[config.mk]
export PLATFORM = sky130hd
export DESIGN_NAME = gate_extent_centroid_finder
export DESIGN_NICKNAME = d
export VERILOG_FILES = /design/src/gecf_pkg.sv /design/src/gecf_fifo.sv /design/src/gecf_front.sv /design/src/gecf_div.sv /design/src/gecf_back.sv /design/src/gate_extent_centroid_finder.sv
export SDC_FILE = /design/constraint.sdc
export NUM_CORES = 2
export LEC_CHECK = 0
export BUFFER_PORTS_ARGS = -buffer_cell sky130_fd_sc_hd__buf_4
export CORE_MARGIN = 1.5
export CORE_UTILIZATION = 30
export CTS_CLUSTER_SIZE = 40
export DETAILED_ROUTE_END_ITERATION = 10
export PLACE_DENSITY = 0.43
export SLEW_MARGIN = 20
export SYNTH_ARGS = -nofsm -noshare
export SYNTH_HDL_FRONTEND = slang
export SYNTH_HIERARCHICAL = 1
export SYNTH_SLANG_ARGS = --single-unit
[constraint.sdc]
create_clock -name clk -period 13.17 [get_ports clk]
set_clock_uncertainty 0.2 [all_clocks]
set_input_delay 0 -clock clk [delete_from_list [all_inputs] [get_ports clk]]
set_output_delay 0 -clock clk [all_outputs]
set_load 0.005 [all_outputs]
[src/gecf_pkg.sv]
`timescale 1ns / 1ps

package gecf_pkg;

  // configuration register map, word index on paddr[3:2]
  localparam logic [1:0] REG_FRAME_WIDTH    = 2'd0;
  localparam logic [1:0] REG_FRAME_HEIGHT   = 2'd1;
  localparam logic [1:0] REG_GRAY_SHADE     = 2'd2;
  localparam logic [1:0] REG_SPAN_TOLERANCE = 2'd3;

  localparam int FIFO_DEPTH = 2;
  localparam int FIFO_PW    = $clog2(FIFO_DEPTH);
  localparam int FIFO_CW    = $clog2(FIFO_DEPTH + 1);

  typedef struct packed {
    logic [7:0] frame_width;
    logic [7:0] frame_height;
    logic [7:0] gray_shade;
    logic [7:0] span_tolerance;
  } cfg_t;

  // end-of-frame job handed from front to back
  typedef struct packed {
    logic [31:0] index_sum;
    logic [15:0] match_count;
    logic [7:0]  width;
    logic        ok;
  } job_t;

endpackage

[src/gecf_fifo.sv]
`timescale 1ns / 1ps

module gecf_fifo (
  input  logic                        clk,
  input  logic                        rst_n,
  input  logic                        push,
  input  gecf_pkg::job_t              push_job,
  input  logic                        pop,
  output gecf_pkg::job_t              pop_job,
  output logic [gecf_pkg::FIFO_CW-1:0] count
);
  import gecf_pkg::*;

  job_t               slot_r [FIFO_DEPTH];
  logic [FIFO_PW-1:0] wr_ptr_r;
  logic [FIFO_PW-1:0] rd_ptr_r;
  logic [FIFO_CW-1:0] count_r;

  assign pop_job = slot_r[rd_ptr_r];
  assign count   = count_r;

  always_ff @(posedge clk) begin
    if (push) begin
      slot_r[wr_ptr_r] <= push_job;
    end
  end

  always_ff @(posedge clk) begin
    if (!rst_n) begin
      wr_ptr_r <= '0;
      rd_ptr_r <= '0;
      count_r  <= '0;
    end else begin
      if (push) begin
        wr_ptr_r <= (wr_ptr_r == FIFO_PW'(FIFO_DEPTH - 1)) ? '0 : wr_ptr_r + 1'b1;
      end
      if (pop) begin
        rd_ptr_r <= (rd_ptr_r == FIFO_PW'(FIFO_DEPTH - 1)) ? '0 : rd_ptr_r + 1'b1;
      end
      case ({push, pop})
        2'b10:   count_r <= count_r + 1'b1;
        2'b01:   count_r <= count_r - 1'b1;
        default: count_r <= count_r;
      endcase
    end
  end

endmodule

[src/gecf_front.sv]
`timescale 1ns / 1ps

module gecf_front #(
  parameter int MAX_WIDTH  = 255,
  parameter int MAX_HEIGHT = 255
) (
  input  logic                         clk,
  input  logic                         rst_n,
  input  gecf_pkg::cfg_t               cfg,
  input  logic                         in_tvalid,
  output logic                         in_tready,
  input  logic [7:0]                   in_tdata,   // [7:0] pixel_gray
  input  logic [gecf_pkg::FIFO_CW-1:0] q_count,
  output logic                         push,
  output gecf_pkg::job_t               push_job
);
  import gecf_pkg::*;

  localparam int         CW      = $clog2(MAX_WIDTH);
  localparam logic [7:0] MAX_W8  = 8'(MAX_WIDTH);
  localparam logic [7:0] MAX_H8  = 8'(MAX_HEIGHT);

  logic [7:0]  col_r, row_r;
  logic [15:0] lin_r;
  logic        has_r;
  logic [7:0]  first_r;
  logic [7:0]  wide_r;
  logic [31:0] sum_r;
  logic [15:0] cnt_r;
  logic [MAX_WIDTH-1:0] seen_r;
  logic [7:0]  first_row_mem [MAX_WIDTH];
  logic [7:0]  rd_r;

  // second stage: column span check against the stored first row
  logic        s2_valid_r, s2_last_r, s2_chk_r;
  logic [7:0]  s2_row_r;
  logic [31:0] s2_sum_r;
  logic [15:0] s2_cnt_r;
  logic [7:0]  s2_wide_r, s2_w_r;
  logic [7:0]  tall_r;

  logic [7:0]  w_eff, h_eff;
  logic        row_end, frame_end, acc, marked, was_seen;
  logic [CW-1:0] cidx;
  logic        has_nxt;
  logic [7:0]  first_nxt, wide_nxt, row_span;
  logic [31:0] sum_nxt;
  logic [15:0] cnt_nxt;
  logic [7:0]  col_span, tall_nxt, span_diff;
  logic        pend, room;

  always_comb begin
    w_eff = (cfg.frame_width == 8'd0) ? 8'd1 : cfg.frame_width;
    if (w_eff > MAX_W8) w_eff = MAX_W8;
    h_eff = (cfg.frame_height == 8'd0) ? 8'd1 : cfg.frame_height;
    if (h_eff > MAX_H8) h_eff = MAX_H8;
  end

  assign row_end   = ({1'b0, col_r} + 9'd1) >= {1'b0, w_eff};
  assign frame_end = row_end && (({1'b0, row_r} + 9'd1) >= {1'b0, h_eff});

  // a frame's last word needs a free queue slot, counting the job still in stage two
  assign pend      = s2_valid_r && s2_last_r;
  assign room      = ((FIFO_CW+1)'(q_count) + (FIFO_CW+1)'(pend)) < (FIFO_CW+1)'(FIFO_DEPTH);
  assign in_tready = !frame_end || room;
  assign acc       = in_tvalid && in_tready;
  assign marked    = in_tdata == cfg.gray_shade;
  assign cidx      = col_r[CW-1:0];
  assign was_seen  = seen_r[cidx];

  always_comb begin
    has_nxt   = has_r;
    first_nxt = first_r;
    wide_nxt  = wide_r;
    row_span  = col_r - first_r;
    if (marked) begin
      if (!has_r) begin
        has_nxt   = 1'b1;
        first_nxt = col_r;
      end else if (col_r >= first_r && row_span > wide_r) begin
        wide_nxt = row_span;
      end
    end
    sum_nxt = sum_r + (marked ? {16'd0, lin_r} : 32'd0);
    cnt_nxt = cnt_r + {15'd0, marked};
  end

  always_ff @(posedge clk) begin
    if (!rst_n) begin
      col_r   <= '0;
      row_r   <= '0;
      lin_r   <= '0;
      has_r   <= 1'b0;
      first_r <= '0;
      wide_r  <= '0;
      sum_r   <= '0;
      cnt_r   <= '0;
      seen_r  <= '0;
    end else if (acc) begin
      col_r   <= row_end ? 8'd0 : col_r + 8'd1;
      row_r   <= frame_end ? 8'd0 : (row_end ? row_r + 8'd1 : row_r);
      lin_r   <= frame_end ? 16'd0 : lin_r + 16'd1;
      has_r   <= row_end ? 1'b0 : has_nxt;
      first_r <= row_end ? 8'd0 : first_nxt;
      wide_r  <= frame_end ? 8'd0 : wide_nxt;
      sum_r   <= frame_end ? 32'd0 : sum_nxt;
      cnt_r   <= frame_end ? 16'd0 : cnt_nxt;
      if (frame_end) begin
        seen_r <= '0;
      end else if (marked) begin
        seen_r[cidx] <= 1'b1;
      end
    end
  end

  // first marked row per column; only read where the seen bit is set
  always_ff @(posedge clk) begin
    if (acc && marked && !was_seen) begin
      first_row_mem[cidx] <= row_r;
    end
    rd_r <= first_row_mem[cidx];
  end

  always_ff @(posedge clk) begin
    if (!rst_n) begin
      s2_valid_r <= 1'b0;
      s2_last_r  <= 1'b0;
    end else begin
      s2_valid_r <= acc;
      if (acc) s2_last_r <= frame_end;
    end
  end

  always_ff @(posedge clk) begin
    if (acc) begin
      s2_chk_r  <= marked && was_seen;
      s2_row_r  <= row_r;
      s2_sum_r  <= sum_nxt;
      s2_cnt_r  <= cnt_nxt;
      s2_wide_r <= wide_nxt;
      s2_w_r    <= w_eff;
    end
  end

  always_comb begin
    col_span = s2_row_r - rd_r;
    tall_nxt = tall_r;
    if (s2_valid_r && s2_chk_r && s2_row_r >= rd_r && col_span > tall_r) begin
      tall_nxt = col_span;
    end
    span_diff = (s2_wide_r >= tall_nxt) ? s2_wide_r - tall_nxt : tall_nxt - s2_wide_r;
  end

  always_ff @(posedge clk) begin
    if (!rst_n) begin
      tall_r <= '0;
    end else begin
      tall_r <= pend ? 8'd0 : tall_nxt;
    end
  end

  assign push                 = pend;
  assign push_job.index_sum   = s2_sum_r;
  assign push_job.match_count = s2_cnt_r;
  assign push_job.width       = s2_w_r;
  assign push_job.ok          = (s2_cnt_r != 16'd0) && (span_diff <= cfg.span_tolerance);

endmodule

[src/gecf_div.sv]
`timescale 1ns / 1ps

module gecf_div (
  input  logic        clk,
  input  logic        rst_n,
  input  logic        start,
  input  logic [31:0] dividend,
  input  logic [15:0] divisor,
  output logic        done,
  output logic [31:0] quotient,
  output logic [15:0] remainder
);

  // restoring divider, one quotient bit a cycle
  logic        busy_r, done_r;
  logic [4:0]  cnt_r;
  logic [31:0] quo_r;
  logic [15:0] rem_r, dv_r;
  logic [16:0] trial, diff;
  logic        ge;

  assign trial = {rem_r, quo_r[31]};
  assign diff  = trial - {1'b0, dv_r};
  assign ge    = trial >= {1'b0, dv_r};

  always_ff @(posedge clk) begin
    if (!rst_n) begin
      busy_r <= 1'b0;
      done_r <= 1'b0;
      cnt_r  <= '0;
    end else begin
      done_r <= 1'b0;
      if (start && !busy_r) begin
        busy_r <= 1'b1;
        cnt_r  <= 5'd31;
      end else if (busy_r) begin
        if (cnt_r == 5'd0) begin
          busy_r <= 1'b0;
          done_r <= 1'b1;
        end
        cnt_r <= cnt_r - 5'd1;
      end
    end
  end

  always_ff @(posedge clk) begin
    if (start && !busy_r) begin
      quo_r <= dividend;
      rem_r <= '0;
      dv_r  <= divisor;
    end else if (busy_r) begin
      quo_r <= {quo_r[30:0], ge};
      rem_r <= ge ? diff[15:0] : trial[15:0];
    end
  end

  assign done      = done_r;
  assign quotient  = quo_r;
  assign remainder = rem_r;

endmodule

[src/gecf_back.sv]
`timescale 1ns / 1ps

module gecf_back (
  input  logic                         clk,
  input  logic                         rst_n,
  input  logic [gecf_pkg::FIFO_CW-1:0] q_count,
  input  gecf_pkg::job_t               job,
  output logic                         pop,
  output logic                         out_tvalid,
  input  logic                         out_tready,
  output logic [15:0]                  out_tdata,  // [7:0] center_x, [15:8] center_y
  output logic                         out_tuser   // [0] gate_found
);
  import gecf_pkg::*;

  typedef enum logic [3:0] {
    S_IDLE = 4'b0001,
    S_MEAN = 4'b0010,
    S_COL  = 4'b0100,
    S_EMIT = 4'b1000
  } state_t;

  state_t      state_r, state_nxt;
  logic [7:0]  w_r, cx_r, cy_r;
  logic        fnd_r;
  logic        out_valid_r;
  logic [15:0] out_data_r;
  logic        out_user_r;

  logic        div_start, div_done;
  logic [31:0] div_dividend, div_quo;
  logic [15:0] div_divisor, div_rem;
  logic        load_out;

  gecf_div u_div (
    .clk       (clk),
    .rst_n     (rst_n),
    .start     (div_start),
    .dividend  (div_dividend),
    .divisor   (div_divisor),
    .done      (div_done),
    .quotient  (div_quo),
    .remainder (div_rem)
  );

  assign load_out = (state_r == S_EMIT) && (!out_valid_r || out_tready);

  // mean = sum / count first, then mean split into column and row by the width
  always_comb begin
    state_nxt    = state_r;
    pop          = 1'b0;
    div_start    = 1'b0;
    div_dividend = job.index_sum;
    div_divisor  = job.match_count;
    case (state_r)
      S_IDLE: begin
        if (q_count != '0) begin
          pop = 1'b1;
          if (job.ok) begin
            div_start = 1'b1;
            state_nxt = S_MEAN;
          end else begin
            state_nxt = S_EMIT;
          end
        end
      end
      S_MEAN: begin
        div_dividend = {16'd0, div_quo[15:0]};
        div_divisor  = {8'd0, w_r};
        if (div_done) begin
          div_start = 1'b1;
          state_nxt = S_COL;
        end
      end
      S_COL: begin
        if (div_done) state_nxt = S_EMIT;
      end
      S_EMIT: begin
        if (load_out) state_nxt = S_IDLE;
      end
      default: state_nxt = S_IDLE;
    endcase
  end

  always_ff @(posedge clk) begin
    if (!rst_n) begin
      state_r     <= S_IDLE;
      out_valid_r <= 1'b0;
    end else begin
      state_r <= state_nxt;
      if (load_out) begin
        out_valid_r <= 1'b1;
      end else if (out_tready) begin
        out_valid_r <= 1'b0;
      end
    end
  end

  always_ff @(posedge clk) begin
    if (pop) begin
      w_r   <= job.width;
      fnd_r <= job.ok;
      cx_r  <= '0;
      cy_r  <= '0;
    end else if (state_r == S_COL && div_done) begin
      cx_r <= div_rem[7:0];
      cy_r <= div_quo[7:0];
    end
    if (load_out) begin
      out_data_r <= {cy_r, cx_r};
      out_user_r <= fnd_r;
    end
  end

  assign out_tvalid = out_valid_r;
  assign out_tdata  = out_data_r;
  assign out_tuser  = out_user_r;

endmodule

[src/gate_extent_centroid_finder.sv]
`timescale 1ns / 1ps

// Gate extent and centroid finder. Pixels of a gray frame stream in raster order, one
// word a cycle. Pixels equal to the shade register are marked; the widest row span, the
// tallest column span (per-column first-row memory, read in the cycle after the word),
// and the sum and count of marked indices are gathered on the fly. The frame's last
// pixel queues one job in a two-entry queue; the back end then runs a shared 32-step
// restoring divider twice (mean = sum/count, then mean by width); a job in which
// nothing matched or the spans disagree skips the divider. The input stalls only on a
// frame's last pixel, when the queue, counting a job still in the front end's second
// stage, has no free entry. No clearing pass is needed after reset.

module gate_extent_centroid_finder #(
  parameter int MAX_WIDTH  = 255,
  parameter int MAX_HEIGHT = 255
) (
  input  logic        clk,
  input  logic        rst_n,
  input  logic        in_tvalid,
  output logic        in_tready,
  input  logic [7:0]  in_tdata,    // [7:0] pixel_gray
  output logic        out_tvalid,
  input  logic        out_tready,
  output logic [15:0] out_tdata,   // [7:0] center_x, [15:8] center_y
  output logic        out_tuser,   // [0] gate_found
  input  logic        cfg_psel,
  input  logic        cfg_penable,
  input  logic        cfg_pwrite,
  input  logic [3:0]  cfg_paddr,
  input  logic [31:0] cfg_pwdata,
  output logic [31:0] cfg_prdata,
  output logic        cfg_pready
);
  import gecf_pkg::*;

  logic [7:0] frame_width_r, frame_height_r, gray_shade_r, span_tolerance_r;
  cfg_t       cfg;
  logic       cfg_wr;

  logic               q_push, q_pop;
  job_t               q_push_job, q_pop_job;
  logic [FIFO_CW-1:0] q_count;

  assign cfg_pready = 1'b1;
  assign cfg_wr     = cfg_psel && cfg_penable && cfg_pwrite && cfg_pready;

  always_ff @(posedge clk) begin
    if (!rst_n) begin
      frame_width_r    <= 8'd255;
      frame_height_r   <= 8'd255;
      gray_shade_r     <= 8'd0;
      span_tolerance_r <= 8'd8;
    end else if (cfg_wr) begin
      case (cfg_paddr[3:2])
        REG_FRAME_WIDTH:    frame_width_r    <= cfg_pwdata[7:0];
        REG_FRAME_HEIGHT:   frame_height_r   <= cfg_pwdata[7:0];
        REG_GRAY_SHADE:     gray_shade_r     <= cfg_pwdata[7:0];
        REG_SPAN_TOLERANCE: span_tolerance_r <= cfg_pwdata[7:0];
        default: ;
      endcase
    end
  end

  always_comb begin
    case (cfg_paddr[3:2])
      REG_FRAME_WIDTH:    cfg_prdata = {24'd0, frame_width_r};
      REG_FRAME_HEIGHT:   cfg_prdata = {24'd0, frame_height_r};
      REG_GRAY_SHADE:     cfg_prdata = {24'd0, gray_shade_r};
      REG_SPAN_TOLERANCE: cfg_prdata = {24'd0, span_tolerance_r};
      default:            cfg_prdata = 32'd0;
    endcase
  end

  assign cfg.frame_width    = frame_width_r;
  assign cfg.frame_height   = frame_height_r;
  assign cfg.gray_shade     = gray_shade_r;
  assign cfg.span_tolerance = span_tolerance_r;

  gecf_front #(
    .MAX_WIDTH  (MAX_WIDTH),
    .MAX_HEIGHT (MAX_HEIGHT)
  ) u_front (
    .clk       (clk),
    .rst_n     (rst_n),
    .cfg       (cfg),
    .in_tvalid (in_tvalid),
    .in_tready (in_tready),
    .in_tdata  (in_tdata),
    .q_count   (q_count),
    .push      (q_push),
    .push_job  (q_push_job)
  );

  gecf_fifo u_fifo (
    .clk      (clk),
    .rst_n    (rst_n),
    .push     (q_push),
    .push_job (q_push_job),
    .pop      (q_pop),
    .pop_job  (q_pop_job),
    .count    (q_count)
  );

  gecf_back u_back (
    .clk        (clk),
    .rst_n      (rst_n),
    .q_count    (q_count),
    .job        (q_pop_job),
    .pop        (q_pop),
    .out_tvalid (out_tvalid),
    .out_tready (out_tready),
    .out_tdata  (out_tdata),
    .out_tuser  (out_tuser)
  );

endmodule
==> reports/results.md <==
| Group | Quantity | Value |
|:---|:---|:---|
| run status | Run status | finished, final reports clean |
| clock network | Post-CTS Setup Bufs | 0 |
| clock network | Clock latency on the worst-skew pair | 940 ps |
| cells and area | Growth of design area from synthesis to finish | 15.4% |
| clock network | TritonCTS clock tree | yes |
| synthesis | Average cell area after synthesis | 17.6 um2 |
| routing | Number of DRC markers after the initial detailed-route iteration | 5020 |
| critical path | Critical-path maximum fanout | 16 |
| critical path | Critical-path cell with the highest stage delay | sky130_fd_sc_hd__a211oi_2 |
| global routing | Via count of the first global-routing pass | 59200 |
| timing | Number of hold violations in the final report | 0 |
| die | Effective utilization at floorplan | 30.1% |
| timing | Final Setup Violations | 0 |
| flow run | MaxCap Viol Count | 0 |
| global routing | Overall fraction of global-route tracks in use | 16.3% |
| timing | Total negative setup slack | 0 ps |
| synthesis | Synth Instances | 6321 |
| clock network | PostCTS Resize Cnt | 0 |
| cells and area | Area of combinational cells with multiple inputs | 31000 um2 |
| cells and area | Share of cells above drive strength 1 | 22.3% |
| clock network | Number of buffers created by CTS | 319 |
| synthesis | Count of cell types in the netlist | 88 |
| timing | Period utilisation layout | 56.8% |
| die | Die area | 373000 um2 |
| cells and area | Core Util, Final | 34.7% |
| synthesis | Post-Syn Area | 111000 um2 |
| routing | Via count of the routed design | 58000 |
| synthesis | Yosys warning count | 6 |
| power and ir drop | Leakage power figure | 41.2 nW |
| routing | Vias per inst | 4.96 |
| timing | Worst hold margin | 84.0 ps |
| routing | Count of nets left with antenna violations after detail routing | 0 |
| critical path | Type of the worst setup path | flop to flop |
| routing | TritonRoute pass-1 iters | 5 |
| critical path | CP max stage delay | 820 ps |
| routing | Average wire length per cell after detail routing | 26.4 um |
| die | Cell Rows | 223 |
| global routing | First-pass GRT wire length | 443000 um |
| critical path | Category of the worst setup path capture point | flop |
| timing | Max-slew violations | 0 |
| cells and area | Final-stage net count | 6659 |
| power and ir drop | Maximum vdd drop | 107 uV |
| place | Half-perimeter wire length after detailed placement | 181000 um |
| synthesis | Flip-flop and latch count after synthesis | 2752 |
| critical path | Crit path buf inv count | 1 |
| synthesis | Post-synth EDFFs | 2301 |
| global routing | Antenna violations before repair | 19 |
| critical path | Top cell by count, worst path | sky130_fd_sc_hd__a21oi_1 |
| die | Chip Height | 611 um |
| timing | Worst relative slew slack | 19.5% |
| die | Ports placed on the boundary | 103 |
| timing | Unrepaired setup endpoints after global routing | false |
| clock network | Sinks on the clock net | 2752 |
| global routing | Largest net degree at the start of global routing | 197 |
| clock network | Clock Tree Root | sky130_fd_sc_hd__clkbuf_16 |
| synthesis | Fraction of synthesis flops using an asynchronous set or reset pin | 0% |
| clock network | CTS H-tree lvls | 5 |
| timing | Slew @ Worst Pin | 1210 ps |
| routing | Detailed Route WL | 310000 um |
| die | Core area | 369000 um2 |
| critical path | Largest delay share family, worst path | compound AO/OA/AOI/OAI gates |
| place | GP Congestion | 0.760 |
| synthesis | Sequential-to-total area share from yosys stat | 70.4% |
| clock network | Number of buffers added to fix hold violations after cts | 53 |
| global routing | Congestion Overflow GR | 0 |
| routing | Post-route DRC violation count | 0 |
| critical path | Critical path data arrival time | 7970 ps |
| power and ir drop | Ratio of total power to cell area | 147 nW/um2 |
| cells and area | Fillcell total | 34700 |
| clock network | Max Root-Sink Buffers | 4 |
| die | Horizontal die dimension | 611 um |
| worst hold path | Worst hold path class | input pin to flop |
| critical path | Required time of the critical path | 13660 ps |
| clock network | Clock slew at the register clock pins of the worst setup and hold paths | 60 ps |
| cells and area | Sequential standard cell area | 78200 um2 |
| timing | Tmin final | 7480 ps |
| timing | Peak clock frequency supported by timing | 0.134 GHz |
| synthesis | Dominant synthesized flop cell | sky130_fd_sc_hd__edfxtp_1 |
| place | IO buf count | 51 |
| critical path | Kind of start point of the critical path | flop |
-- flip-flops by register name, indices dropped and copies added (netlist names), 16 cells and up, named ones only --
signal	cells
u_back/u_div/remainder	16
u_fifo/slot_r	114
u_back/u_div/quotient	32
u_front/first_row_mem	2040
u_front/seen_r	255
u_front/sum_r	32
u_front/s2_sum_r	32
u_back/u_div/dv_r	16
u_front/s2_cnt_r	16
u_back/out_tdata	16
u_front/lin_r	16
u_front/cnt_r	16
-- cells in the final DEF, fill, tap and decap left out, types with 39 or more instances in the layout --
| master | n |
|---|---|
| sky130_fd_sc_hd__nand2_1 | 192 |
| sky130_fd_sc_hd__nor2_1 | 616 |
| sky130_fd_sc_hd__nor2b_1 | 95 |
| sky130_fd_sc_hd__clkbuf_16 | 321 |
| sky130_fd_sc_hd__a21oi_1 | 363 |
| sky130_fd_sc_hd__nand3_1 | 49 |
| sky130_fd_sc_hd__dfxtp_1 | 434 |
| sky130_fd_sc_hd__mux2_2 | 65 |
| sky130_fd_sc_hd__inv_1 | 114 |
| sky130_fd_sc_hd__and2_1 | 39 |
| sky130_fd_sc_hd__mux2_1 | 55 |
| sky130_fd_sc_hd__edfxtp_1 | 2301 |
| sky130_fd_sc_hd__xnor2_1 | 71 |
| sky130_fd_sc_hd__mux4_2 | 716 |
| sky130_fd_sc_hd__dlygate4sd3_1 | 52 |
| sky130_fd_sc_hd__xor2_1 | 48 |
| sky130_fd_sc_hd__clkinv_2 | 57 |
| sky130_fd_sc_hd__mux2i_1 | 72 |
| sky130_fd_sc_hd__clkinv_1 | 51 |
| sky130_fd_sc_hd__clkbuf_1 | 81 |
| sky130_fd_sc_hd__o21ai_0 | 55 |
| sky130_fd_sc_hd__a22oi_1 | 57 |
| sky130_fd_sc_hd__buf_4 | 165 |
| sky130_fd_sc_hd__ha_1 | 113 |
-- area by class of cell --
cell class	count	area share [%]
Antenna cell	8	0.0156
Inverter	116	0.342
Multi-Input combinational cell	3072	24.2
Clock buffer	411	6.61
Tap cell	4950	4.84
Timing Repair Buffer	228	1.55
Sequential cell	2752	61.1
Clock inverter	168	1.37
-- layer usage --
metal	part of all wire [%]	vias to the layer above	track usage, %	routed length, um
met1	45	30800	23.3	140000
met3	5.7	394	2.77	17700
met5	0	-	0	0
met4	2.5	0	4.00	7640
li1	-	25200	-	-
met2	47	1556	25.9	144000
-- metrics by stage --
step                      cells  area [um2]  total power, mW  worst slack, ps
final                     11700      128000             18.8             5690
after detailed placement  11100      117000             10.3             5620
after CTS                 11700      128000             19.1             5480
after global placement    11100      117000             10.3             5430
after floorplan            6344      111000             10.1             3990
after global routing      11700      128000             19.5             5040
-- worst paths after layout --
kind | start | endpoint | slack, ps | cells after the start
hold / removal | in_tvalid | u_front/cidx[0] | 80 | 5
setup reg to reg | u_front/s2_row_r[1] | u_fifo/slot_r[0][0] | 5690 | 27
setup / recovery | u_front/s2_row_r[1] | u_fifo/slot_r[0][0] | 5690 | 27
hold reg to reg | u_back/fnd_r | u_back/out_tuser | 230 | 0
-- tightest hold or removal path, cell delays in order --
cell and delay [ps]:
sky130_fd_sc_hd__dlygate4sd3_1 590, sky130_fd_sc_hd__buf_4 230, sky130_fd_sc_hd__and3_1 190, sky130_fd_sc_hd__a21oi_1 40, sky130_fd_sc_hd__nor2b_1 90
-- cell families after synthesis --
group | count (synthesis) | synth area share, %
AO/OA/AOI/OAI | 698 | 3.84
XOR/XNOR | 119 | 0.939
adder cells (fa/ha/maj) | 119 | 1.38
multiplexers | 908 | 16.4
AND/OR/NAND/NOR | 1203 | 4.97
other | 2 | 0.00677
flip-flops | 2752 | 70.4
buffers and inverters | 520 | 2.04
-- Yosys cell counts (all sizes together), types with 71 or more instances --
cell type,n,area [um2]
clkbuf,245,920
inv,115,432
nor2b,98,613
edfxtp,2301,69100
nor2,620,2330
mux2i,72,721
mux2,120,1350
buf,159,908
nand2,209,787
mux4,716,16100
xnor2,71,622
a21oi,365,1830
dfxtp,451,9030
ha,113,1410
-- report_power, final --
group / internal, mW / switching (mW)
clock network: 5.10 / 3.59
logic: 0.304 / 0.448
registers: 9.34 / 0.0496
(Power assumes the default switching activity.)
